==> config.mk <==
export PLATFORM = sky130hd
export DESIGN_NAME = lru_cache_tracker
export DESIGN_NICKNAME = d
export VERILOG_FILES = /design/src/hdl/lct_pkg.sv /design/src/hdl/lct_ctrl.sv /design/src/hdl/lct_datapath.sv /design/src/hdl/lru_cache_tracker.sv
export VERILOG_INCLUDE_DIRS = /design/src /design/src/hdl
export SDC_FILE = /design/constraint.sdc
export NUM_CORES = 1
export LEC_CHECK = 0
export BUFFER_PORTS_ARGS = -buffer_cell sky130_fd_sc_hd__buf_4
export CORE_MARGIN = 4
export CORE_UTILIZATION = 55
export DETAILED_ROUTE_END_ITERATION = 7
export PLACE_DENSITY = 0.74
export SLEW_MARGIN = 25
export SYNTH_ARGS = -nofsm -noshare
export SYNTH_HDL_FRONTEND = slang
export SYNTH_HIERARCHICAL = 1
export SYNTH_SLANG_ARGS = --single-unit
==> constraint.sdc <==
create_clock -name clk -period 6.6 [get_ports clk]
set_input_delay 0.99 -clock clk [delete_from_list [all_inputs] [get_ports clk]]
set_output_delay 0.99 -clock clk [all_outputs]
set_load 0.02 [all_outputs]
==> src/hdl/lru_cache_tracker_macros.svh <==
// ----------------------------------------------------------------------------
// lru_cache_tracker assertion macros
// shared concurrent assertion forms, clocked on clk and disabled in reset
// ----------------------------------------------------------------------------
`ifndef LRU_CACHE_TRACKER_MACROS_SVH
`define LRU_CACHE_TRACKER_MACROS_SVH

// consequent must hold in the same cycle as the antecedent
`define LCT_ASSERT_SAME(label, ante, cons, msg) \
  label: assert property (@(posedge clk) disable iff (!rst_n) (ante) |-> (cons)) \
    else $error(msg);

// consequent must hold in the cycle after the antecedent
`define LCT_ASSERT_NEXT(label, ante, cons, msg) \
  label: assert property (@(posedge clk) disable iff (!rst_n) (ante) |=> (cons)) \
    else $error(msg);

`endif

==> src/hdl/lct_pkg.sv <==
// ----------------------------------------------------------------------------
// lct_pkg
// shared types and constants of the lru cache tracker
// ----------------------------------------------------------------------------
`default_nettype none

package lct_pkg;

  // width of the key fields on the ports
  localparam int unsigned FIELD_W = 32;

  // commands from the controller to the datapath
  typedef struct packed {
    logic load;
    logic compare;
    logic update;
    logic emit;
  } lct_cmd_t;

  // status from the datapath to the controller
  typedef struct packed {
    logic last;
  } lct_sts_t;

endpackage

`default_nettype wire

==> src/hdl/lct_ctrl.sv <==
// ----------------------------------------------------------------------------
// lct_ctrl
// sequencer: accept, compare, update, then emit the recency list
// ----------------------------------------------------------------------------
`default_nettype none

module lct_ctrl (
  input  logic             clk,
  input  logic             rst_n,
  input  logic             start,
  output logic             busy,
  output lct_pkg::lct_cmd_t cmd,
  input  lct_pkg::lct_sts_t sts
);
  import lct_pkg::*;

  localparam logic [1:0] ST_IDLE = 2'd0;
  localparam logic [1:0] ST_CMP  = 2'd1;
  localparam logic [1:0] ST_UPD  = 2'd2;
  localparam logic [1:0] ST_EMIT = 2'd3;

  logic [1:0] state_r;
  logic [1:0] state_nxt;

  always_comb begin
    state_nxt = state_r;
    case (state_r)
      ST_IDLE: begin
        if (start) state_nxt = ST_CMP;
      end
      ST_CMP:  state_nxt = ST_UPD;
      ST_UPD:  state_nxt = ST_EMIT;
      ST_EMIT: begin
        if (sts.last) state_nxt = ST_IDLE;
      end
      default: state_nxt = ST_IDLE;
    endcase
  end

  always_ff @(posedge clk) begin
    if (!rst_n) begin
      state_r <= ST_IDLE;
    end else begin
      state_r <= state_nxt;
    end
  end

  assign busy        = (state_r != ST_IDLE);
  assign cmd.load    = start && (state_r == ST_IDLE);
  assign cmd.compare = (state_r == ST_CMP);
  assign cmd.update  = (state_r == ST_UPD);
  assign cmd.emit    = (state_r == ST_EMIT);

endmodule

`default_nettype wire

==> src/hdl/lct_datapath.sv <==
// ----------------------------------------------------------------------------
// lct_datapath
// recency stack, parallel key compare, shift update and rotating readout
// ----------------------------------------------------------------------------
`default_nettype none
`include "lru_cache_tracker_macros.svh"

module lct_datapath #(
  parameter int CAPACITY  = 4,
  parameter int KEY_WIDTH = 32
) (
  input  logic                               clk,
  input  logic                               rst_n,
  input  lct_pkg::lct_cmd_t                  cmd,
  output lct_pkg::lct_sts_t                  sts,
  input  logic signed [lct_pkg::FIELD_W-1:0] in_access_key,
  output logic                               out_valid,
  output logic signed [lct_pkg::FIELD_W-1:0] out_entry_key,
  output logic                               out_was_hit,
  output logic                               out_evicted_valid,
  output logic signed [lct_pkg::FIELD_W-1:0] out_evicted_key,
  output logic                               out_last_entry
);
  import lct_pkg::*;

  localparam int OCC_W = $clog2(CAPACITY + 1);

  logic [KEY_WIDTH-1:0] key_in;
  logic [KEY_WIDTH-1:0] key_r;
  logic [KEY_WIDTH-1:0] stack_r   [CAPACITY];
  logic [KEY_WIDTH-1:0] shift_src [CAPACITY];
  logic [KEY_WIDTH-1:0] rot_src   [CAPACITY];
  logic [CAPACITY-1:0]  shift_en;
  logic [CAPACITY-1:0]  rot_en;
  logic [CAPACITY-1:0]  match_nxt;
  logic [CAPACITY-1:0]  match_r;
  logic                 hit_r;
  logic                 full;
  logic [OCC_W-1:0]     occ_r;
  logic [OCC_W-1:0]     occ_upd;
  logic [OCC_W-1:0]     cnt_r;
  logic                 ev_valid_r;
  logic [KEY_WIDTH-1:0] ev_key_r;
  logic [FIELD_W-1:0]   head_field;
  logic [FIELD_W-1:0]   ev_field;

  // key width adaption on the way in and out
  generate
    if (KEY_WIDTH <= FIELD_W) begin : g_in_narrow
      assign key_in = in_access_key[KEY_WIDTH-1:0];
    end else begin : g_in_wide
      assign key_in = {{(KEY_WIDTH-FIELD_W){1'b0}}, in_access_key};
    end
    if (KEY_WIDTH >= FIELD_W) begin : g_out_wide
      assign head_field = stack_r[0][FIELD_W-1:0];
      assign ev_field   = ev_key_r[FIELD_W-1:0];
    end else begin : g_out_narrow
      assign head_field = {{(FIELD_W-KEY_WIDTH){1'b0}}, stack_r[0]};
      assign ev_field   = {{(FIELD_W-KEY_WIDTH){1'b0}}, ev_key_r};
    end
  endgenerate

  assign full    = (occ_r == OCC_W'(CAPACITY));
  assign occ_upd = (!hit_r && !full) ? occ_r + OCC_W'(1) : occ_r;
  assign sts.last = (cnt_r == OCC_W'(1));

  // per-entry compare, shift and rotate selection
  generate
    for (genvar i = 0; i < CAPACITY; i++) begin : g_entry
      assign match_nxt[i] = (OCC_W'(i) < occ_r) && (stack_r[i] == key_r);
      assign rot_en[i]    = (OCC_W'(i + 1) <= occ_r);
      if (i == 0) begin : g_head
        assign shift_src[i] = key_r;
        assign shift_en[i]  = 1'b1;
      end else begin : g_body
        assign shift_src[i] = stack_r[i-1];
        assign shift_en[i]  = !(|match_r[i-1:0]) && (hit_r || (OCC_W'(i) <= occ_r));
      end
      if (i == CAPACITY - 1) begin : g_tail
        assign rot_src[i] = stack_r[0];
      end else begin : g_mid
        assign rot_src[i] = (OCC_W'(i + 1) == occ_r) ? stack_r[0] : stack_r[i+1];
      end

      always_ff @(posedge clk) begin
        if (cmd.update && shift_en[i]) begin
          stack_r[i] <= shift_src[i];
        end else if (cmd.emit && rot_en[i]) begin
          stack_r[i] <= rot_src[i];
        end
      end
    end
  endgenerate

  always_ff @(posedge clk) begin
    if (cmd.load) key_r <= key_in;
    if (cmd.update) ev_key_r <= stack_r[CAPACITY-1];
    if (cmd.emit) begin
      out_entry_key     <= head_field;
      out_was_hit       <= hit_r;
      out_evicted_valid <= ev_valid_r;
      out_evicted_key   <= ev_valid_r ? ev_field : '0;
      out_last_entry    <= sts.last;
    end
  end

  always_ff @(posedge clk) begin
    if (!rst_n) begin
      occ_r      <= '0;
      cnt_r      <= '0;
      match_r    <= '0;
      hit_r      <= 1'b0;
      ev_valid_r <= 1'b0;
      out_valid  <= 1'b0;
    end else begin
      out_valid <= cmd.emit;
      if (cmd.compare) begin
        match_r <= match_nxt;
        hit_r   <= |match_nxt;
      end
      if (cmd.update) begin
        occ_r      <= occ_upd;
        cnt_r      <= occ_upd;
        ev_valid_r <= !hit_r && full;
      end else if (cmd.emit) begin
        cnt_r <= cnt_r - OCC_W'(1);
      end
    end
  end

  `LCT_ASSERT_SAME(a_keys_unique, 1'b1, $onehot0(match_r), "key held twice in recency stack")
  `LCT_ASSERT_SAME(a_occ_bound, 1'b1, occ_r <= OCC_W'(CAPACITY), "occupancy above capacity")
  `LCT_ASSERT_NEXT(a_miss_grows, cmd.update && !hit_r && !full, occ_r == $past(occ_r) + OCC_W'(1), "miss did not grow occupancy")
  `LCT_ASSERT_NEXT(a_evict_full, cmd.update && (hit_r || !full), !ev_valid_r, "eviction without a full miss")

endmodule

`default_nettype wire

==> src/hdl/lru_cache_tracker.sv <==
// ----------------------------------------------------------------------------
// lru_cache_tracker
// fully associative lru tracker, emits the recency list after every access
// ----------------------------------------------------------------------------
// an accepted access passes the compare and update states, then the emit state
//   registers one result per held key; a new access is taken only back in idle,
//   once the last held key has been read out
// results cannot be stalled: each one is shown for exactly one cycle
// reset (rst_n low, synchronous) empties the tracker; stack contents are
//   not cleared, entries past the occupancy are never read
`default_nettype none

module lru_cache_tracker #(
  parameter int CAPACITY  = 4,
  parameter int KEY_WIDTH = 32
) (
  input  logic                               clk,
  input  logic                               rst_n,
  // input transaction: accepted when start is high and busy is low
  input  logic                               start,
  output logic                               busy,
  input  logic signed [lct_pkg::FIELD_W-1:0] in_access_key,
  // result transaction: one per held key, most recent first
  output logic                               out_valid,
  output logic signed [lct_pkg::FIELD_W-1:0] out_entry_key,
  output logic                               out_was_hit,
  output logic                               out_evicted_valid,
  output logic signed [lct_pkg::FIELD_W-1:0] out_evicted_key,
  output logic                               out_last_entry
);
  import lct_pkg::*;

  // command and status between sequencer and datapath
  lct_cmd_t cmd;
  lct_sts_t sts;

  // sequencer: idle -> compare -> update -> emit (one entry per cycle)
  lct_ctrl u_ctrl (
    .clk   (clk),
    .rst_n (rst_n),
    .start (start),
    .busy  (busy),
    .cmd   (cmd),
    .sts   (sts)
  );

  // datapath: the compare runs over all entries at once, the update shifts
  // entries up to the hit position, and the readout rotates the stack so
  // the head register always carries the next key to report
  lct_datapath #(
    .CAPACITY  (CAPACITY),
    .KEY_WIDTH (KEY_WIDTH)
  ) u_datapath (
    .clk               (clk),
    .rst_n             (rst_n),
    .cmd               (cmd),
    .sts               (sts),
    .in_access_key     (in_access_key),
    .out_valid         (out_valid),
    .out_entry_key     (out_entry_key),
    .out_was_hit       (out_was_hit),
    .out_evicted_valid (out_evicted_valid),
    .out_evicted_key   (out_evicted_key),
    .out_last_entry    (out_last_entry)
  );

endmodule

`default_nettype wire

======== After elaboration in Yosys (flattened, before gate mapping) ========
Memory sizes are Yosys's and may differ from the RTL's.
Index checks and enable logic that the tools add are counted.
storage, ports and cells
  bits in registers ....................... 145
  bits in writable memories ............... 128
  input port bits ......................... 35
  output and inout bits ................... 69
  memories ................................ 1
operators by class
  $add $sub $neg .......................... 2
  $lt $le $gt $ge ......................... 8
  eq/ne operators ......................... 14
  mux-type cells .......................... 33
  bitwise logic cells ..................... 4
  reductions and logical operators ........ 32
memory list
  name                words  bits a word  rd ports  clocked after Yosys merged registers in  wr ports  line                RTL
  u_datapath.stack_r  4      32           4         0                                        4         lct_datapath.sv:30  logic [KEY_WIDTH-1:0] stack_r [CAPACITY];
operators with widths
  cell                   number
  $mux W32               7
  $eq A32 B32 Y1         4
  $mux W1                20
  $logic_and A1 B1 Y1    17
  $mux W3                3
  $pmux W2 S4            1
  $eq A2 B3 Y1 const A   2
  $le A2 B3 Y1 const A   2
  $lt A1 B3 Y1 const A   2
  $lt A2 B3 Y1 const A   2
  $logic_not A1 Y1       5
  $eq A2 B2 Y1 const B   2
  $mux W2                2
  $ne A2 B2 Y1 const B   2
  $or A1 B1 Y1           4
  $reduce_bool A2 Y1     2
  $reduce_or A4 Y1       1
  $add A3 B1 Y3 const B  1
  $eq A1 B3 Y1 const A   1
  $eq A3 B1 Y1 const B   1
  $eq A3 B3 Y1 const B   1
  $le A1 B3 Y1 const A   1
  $le A3 B3 Y1 const A   1
  $logic_or A1 B1 Y1     3
  other kinds (6)        6

======== Logic depth before layout (Yosys ltp) ========
Gate-level depths: netlist of run 1.
  depth after elaboration ................. 7
  mapped depth ............................ 8
  mapped depth without buffers ............ 7

======== Modules after synthesis ========
The synthesis of run 1 kept the hierarchy.
by module, submodules not included
  module        instances  cells each  area each (um2)  seq. area each (um2)
  lct_datapath  1          801         12122.9          8017.7
  lct_ctrl      1          19          172.7            40.0

======== Least setup slack after synthesis of run 1 ========
Ideal clock, no wire load.
  kind .................................... flip-flop to flip-flop
  from .................................... register u_ctrl.state_r[0]
  to ...................................... memory u_datapath.stack_r[3][0] (enable)
  setup time .............................. 0.470 ns
  arrival ................................. 4.252 ns
  path slack .............................. 1.878 ns
  stages on the path, launching flop included .. 6
  path buffers ............................ 0
  clock period less this slack ............ 4.722 ns
  cell sequence ........................... dfxtp_1 > inv_1 > ha_1 > nor2b_1 > nand2b_1 > o31ai_1
RTL lines
  what                    line                RTL
  from (decl)             lct_ctrl.sv:22      logic [1:0] state_r;
  from (signal assigned)  lct_ctrl.sv:44      state_r <= state_nxt;
  to (decl)               lct_datapath.sv:30

==> results of run 1 <==
==> critical path, delay by kind of cell, from the launching register on <==
family	cells	cell delay, ns
AOI/OAI and AO/OA	1	0.10
DFF	1	0.35
adders and majority gates	1	0.17
muxes	1	0.43
buffers and inverters	2	0.64
and+or+nand+nor	2	1.04
==> power groups by stage <==
stage          registers (mW)  clock network, mW  logic (mW)
2_1_floorplan            2.46                  0       0.619
3_3_place_gp             2.54                  0       0.864
3_5_place_dp             2.54                  0       0.879
4_1_cts                  2.51               1.62       0.887
5_1_grt                  2.54               1.70       0.953
6_report                 2.51               1.59       0.878
==> synthesized netlist by cell type (all sizes together) (14+ instances only) <==
cell type / count
edfxtp: 259
xnor2: 106
mux2: 96
nand2: 44
and2: 37
o21ai: 37
mux2i: 36
clkbuf: 30
buf: 29
xor2: 28
nand4: 25
dfxtp: 14
==> per-layer routing <==
metal / global-route usage (%) / routed length [um]
met5: 0 / 0
met4: 4.67 / 515
met3: 3.11 / 1760
met2: 37.4 / 13500
met1: 31.7 / 11800
==> flip-flops by register name, summed over array words and instances (netlist names) <==
signal	flops
u_datapath/stack_r	128
u_datapath/ev_field	32
u_datapath/key_r	32
u_datapath/out_entry_key	32
u_datapath/out_evicted_key	32
u_datapath/cnt_r	3
u_datapath/match_r	3
u_datapath/occ_r	3
u_ctrl/state_r	2
u_datapath/ev_valid_r	1
u_datapath/hit_r	1
u_datapath/out_evicted_valid	1
u_datapath/out_last_entry	1
u_datapath/out_valid	1
u_datapath/out_was_hit	1
==> layout make-up <==
class,count,area (sq um),share of cell area [%]
Tap cell,280,350,2.47
Inverter,11,41.3,0.291
Clock buffer,39,793,5.60
Clock inverter,13,141,0.998
Timing Repair Buffer,113,848,5.99
Multi-Input combinational cell,477,3930,27.8
Sequential cell,273,8060,56.9
==> stage by stage <==
step	std cells	hold slack [ns]
final	1206	0.486
after global routing	1206	0.510
after CTS	1206	0.484
after detailed placement	1154	0.475
after global placement	1154	0.466
after floorplan	820	0.446
==> cells in the final DEF, fill, tap and decap left out, drive strengths merged, types with 2 or more instances in the layout <==
cell type	instances
a21oi	4
clkinvlp	2
ha	10
o21ai	37
a21boi	2
nand2b	3
nor2	7
buf	113
inv	11
nor3	6
xnor2	106
o211a	4
dfxtp	14
nor2b	3
mux2i	36
edfxtp	259
and2	37
clkinv	8
clkbuf	39
nand2	44
xor2	28
nand4	25
bufinv	3
mux2	96
nand3	8
nor4	8
==> final timing paths <==
kind | endpoint | slack (ns) | depth (start not counted)
setup / recovery | u_datapath/stack_r[1][31]$_DFFE_PP_ | 3.60 | 7
setup reg to reg | u_datapath/stack_r[1][31]$_DFFE_PP_ | 3.60 | 7
hold / removal | u_datapath/match_r[1]$_SDFFE_PN0P_ | 0.49 | 1
hold reg to reg | u_datapath/match_r[1]$_SDFFE_PN0P_ | 0.49 | 1
==> kinds of logic after synthesis <==
family	Yosys count	synth area share [%]
flip-flops	273	65.5
AND/OR/NAND/NOR	145	6.36
XOR/XNOR	134	9.61
multiplexers	132	11.7
buffers and inverters	70	2.92
AO/OA/AOI/OAI	56	2.84
adder cells (fa/ha/maj)	10	1.02
==> results.py, run 1 <==
metrics = {
    "timing": {
        "fmax_mhz": 333,
        "skew_ns": 0.0133,
        "finalMaxSlewViolations": 0,
        "setup_ws_ns": 3.60,
        "period_share_pct": 45.5,
        "hold_violations": 0,
        "tightestPinTransition_ns": 1.01,
        "rsz0062_at_grt": "false",
        "slew_headroom_pct": 32.1,
        "setup_tns_ns": 0,
        "setup_viol": 0,
        "min_period_ns": 3.00,
    },
    "route": {
        "drc": 0,
        "post_drt_wl_per_cell_um": 22.9,
        "ant_nets": 0,
        "viasPerCell": 5.73,
        "dr.pass1.iters": 5,
        "vias": 6914,
        "drt-total-wl_um": 27600,
        "drtIter0Drc": 569,
    },
    "worst_setup_path": {
        "path_max_fanout": 47,
        "path_cells": "inv_1 -> ha_2 -> buf_4 -> nor2b_1 -> o21ai_2 -> nand2_2 -> mux2_2",
        "critPathSlowestCell": "nand2_2",
        "required_ns": 6.87,
        "endpoint_kind": "flop",
        "crit_arrival_ns": 3.27,
        "timing.rr.start": "u_ctrl/state_r[0]$_SDFFE_PN0P_",
        "crit_type": "flop to flop",
        "cp-start-kind": "flop",
        "slowest_delay_ns": 0.75,
        "startpoint": "u_ctrl/state_r[0]$_SDFFE_PN0P_",
    },
    "synth": {
        "yosys.cell_types.count": 44,
        "synth-edff-count": 259,
        "synth_area_leader_cell": "edfxtp_1",
        "synth_seq_cells": 273,
        "syn_nets": 865,
        "ys_async_sr_fraction_pct": 0,
        "synth_area_sq_um": 12300,
        "ys_warn_count": 6,
        "syn-mean-instance-area_sq_um": 15.0,
        "synth_area_leaders": "edfxtp_1 (63%), xnor2_1 (7.5%), mux2_1 (5.4%)",
        "synth_flop_cell": "edfxtp_1",
        "synthCells": 820,
        "synth.yosys.seq_area_share_pct": 65.5,
        "netlist.area_leader.share_pct": 63.3,
    },
    "global_route": {
        "grt_pass1_wl_um": 41700,
        "grt_pass1_vias": 6830,
        "grt_max_degree": 65,
        "track_usage_pct": 22.3,
        "gr-total-overflow": 0,
        "grt_antenna_before_repair": 0,
    },
    "run": {
        "max_cap_violations": 0,
    },
    "clock_tree": {
        "path_clk_slew_ns": 0.06,
        "ctsLongestPathBuffers": 3,
        "htree_levels": 1,
        "cts_num_sinks": 273,
        "cts_tree": "yes",
        "cts_hold_buf": 0,
        "cts_root_buffer": "clkbuf_16",
        "numCtsBuffers": 28,
        "cts_resized": 0,
        "clk_latency_ns": 0.53,
        "post-cts-setup-buffers": 0,
    },
    "power": {
        "pwr-share-clk_pct": 32.0,
        "power.share.combinational_pct": 17.6,
        "p_int_mw": 3.57,
        "switchingPower_mw": 1.41,
        "powerDensity_nw_per_um2": 351,
        "finalPower_mw": 4.98,
        "switching_share_pct": 28.3,
        "peakVddDrop_v": 0.000223,
        "pwr-share-seq_pct": 50.4,
        "p_leak_nw": 5.07,
    },
    "placed_design": {
        "dp_worst_setup_slack_ns": 3.55,
        "portBuffers": 103,
        "dpl_cell_area_sq_um": 13200,
        "gp_congestion": 0.852,
        "post-dp-hpwl_um": 18000,
    },
    "hold_path": {
        "min_from": "u_datapath/match_r[1]$_SDFFE_PN0P_",
        "hold_class": "flop to flop",
    },
    "final_layout": {
        "fin_nets": 949,
        "diodes": 0,
        "fillers": 1663,
        "area_growth_pct": 15.2,
        "post-route-cell-area_sq_um": 14200,
        "postLayoutCoreUtil_pct": 64.7,
        "drive_gt1_share_pct": 22.5,
    },
    "status": {
        "outcome": "completed",
    },
    "floorplanning": {
        "die-area_sq_um": 24800,
        "initial_core_util_pct": 56.2,
        "rows": 54,
        "die_y_um": 158,
        "dieWidth_um": 158,
        "coreArea_sq_um": 21900,
        "pin_count": 104,
    },
}
Note: power is estimated with default switching activity, not from simulation.
==> inputs of run 2 (changes only) <==
==> constraint.sdc (replaced) <==
create_clock -name clk -period 2.9 [get_ports clk]
set_input_delay 0.435 -clock clk [delete_from_list [all_inputs] [get_ports clk]]
set_output_delay 0.435 -clock clk [all_outputs]
set_load 0.02 [all_outputs]
==> results.py, run 2 (synthesis results as in run 1) <==
metrics = {
    "status": {
        "outcome": "completed",
    },
    "timing": {
        "fmax_mhz": 397,
        "period_share_pct": 86.9,
        "skew_ns": 0.00860,
        "slew_headroom_pct": 36.4,
        "hold_violations": 0,
        "rsz0062_at_grt": "false",
        "setup_viol": 0,
        "min_period_ns": 2.52,
        "finalMaxSlewViolations": 0,
        "setup_tns_ns": 0,
        "tightestPinTransition_ns": 0.954,
        "hold_ws_ns": 0.0797,
    },
    "worst_setup_path": {
        "path_cells": "inv_1 -> ha_2 -> nor2b_1 -> nand2b_1 -> nor3_1 -> nor2_2 -> buf_4 -> mux2_1",
        "path_max_fanout": 24,
        "path_buf_inv": 2,
        "crit_type": "flop to flop",
        "slowest_delay_ns": 0.36,
        "required_ns": 3.17,
        "critPathSlowestCell": "dfxtp_1",
        "crit_arrival_ns": 2.79,
        "crit_family": "simple AND/OR/NAND/NOR gates",
        "endpoint_kind": "flop",
        "cp-start-kind": "flop",
    },
    "clock_tree": {
        "cts_resized": 0,
        "cts_tree": "yes",
        "post-cts-setup-buffers": 0,
        "clk_latency_ns": 0.53,
        "cts_root_buffer": "clkbuf_16",
        "cts_num_sinks": 273,
        "htree_levels": 1,
        "cts_hold_buf": 0,
        "path_clk_slew_ns": 0.06,
        "ctsLongestPathBuffers": 3,
        "numCtsBuffers": 29,
    },
    "final_layout": {
        "fin_nets": 958,
        "drive_gt1_share_pct": 23.0,
        "largest-register": "u_datapath/stack_r",
        "layout_commonest_cell": "edfxtp_1",
        "diodes": 0,
        "area_growth_pct": 16.4,
        "largest_reg_flops": 128,
        "postLayoutCoreUtil_pct": 65.4,
        "fillers": 1572,
        "post-route-cell-area_sq_um": 14300,
        "final_cell_mix": "edfxtp_1 (259), buf_4 (117), xnor2_1 (105)",
    },
    "route": {
        "ant_nets": 0,
        "drtIter0Drc": 397,
        "post_drt_wl_per_cell_um": 23.5,
        "dr.pass1.iters": 5,
        "drt-total-wl_um": 28600,
        "viasPerCell": 5.82,
        "drc": 0,
        "vias": 7067,
    },
    "floorplanning": {
        "pin_count": 104,
        "initial_core_util_pct": 56.2,
        "rows": 54,
        "die_y_um": 158,
        "die-area_sq_um": 24800,
        "dieWidth_um": 158,
        "coreArea_sq_um": 21900,
    },
    "global_route": {
        "track_usage_pct": 23.0,
        "grt_pass1_wl_um": 42800,
        "grt_antenna_before_repair": 1,
        "grt_pass1_vias": 7153,
        "gr-total-overflow": 0,
        "grt_max_degree": 74,
    },
    "placed_design": {
        "gp_congestion": 0.876,
        "post-dp-hpwl_um": 19500,
        "portBuffers": 103,
        "dpl_cell_area_sq_um": 13300,
    },
    "power": {
        "powerDensity_nw_per_um2": 802,
        "p_leak_nw": 5.15,
        "peakVddDrop_v": 0.000487,
        "finalPower_mw": 11.5,
    },
    "hold_path": {
        "hold_class": "input port to flop",
    },
    "run": {
        "max_cap_violations": 0,
    },
}
## run 2: path summary, 6_finish.rpt
path         slack (ns)  cells after the start                                  end                          startpoint
max reg2reg        0.38                      8  u_datapath/stack_r[3][16]$_DFFE_PP_      u_ctrl/state_r[0]$_SDFFE_PN0P_
min reg2reg        0.48                      1   u_datapath/match_r[1]$_SDFFE_PN0P_  u_datapath/match_r[1]$_SDFFE_PN0P_
max                0.38                      8  u_datapath/stack_r[3][16]$_DFFE_PP_      u_ctrl/state_r[0]$_SDFFE_PN0P_
min                0.08                      1       u_datapath/key_r[13]$_DFFE_PP_                   in_access_key[13]
## run 2: cell type report
type / count / area (sq um) / share of cell area (%)
Clock buffer: 43 / 838 / 5.86
Clock inverter: 10 / 125 / 0.874
Inverter: 11 / 41.3 / 0.289
Multi-Input combinational cell: 477 / 3940 / 27.5
Sequential cell: 273 / 8060 / 56.3
Tap cell: 280 / 350 / 2.45
Timing Repair Buffer: 121 / 958 / 6.70
## run 2: layer usage
layer  track usage [%]  wire, um  up-vias
met4              7.41       869        2
met1              31.3     11800     3538
met3              4.21      2060       55
li1                  -         -     3177
met2              38.0     13900      295
met5                 0         9        -
## run 2: where the power goes
group | leakage (nW) | switching [mW] | internal, mW
logic | 2.20 | 1.23 | 0.856
registers | 2.47 | 0.564 | 5.13
clock network | 0.471 | 1.44 | 2.25
## run 2: stage by stage
| stage | std cells | setup WS, ns |
|---|---|---|
| after floorplan | 820 | 0.0274 |
| after global placement | 1162 | 0.474 |
| after detailed placement | 1162 | 0.394 |
| after CTS | 1215 | 0.380 |
| after global routing | 1215 | 0.239 |
| final | 1215 | 0.379 |
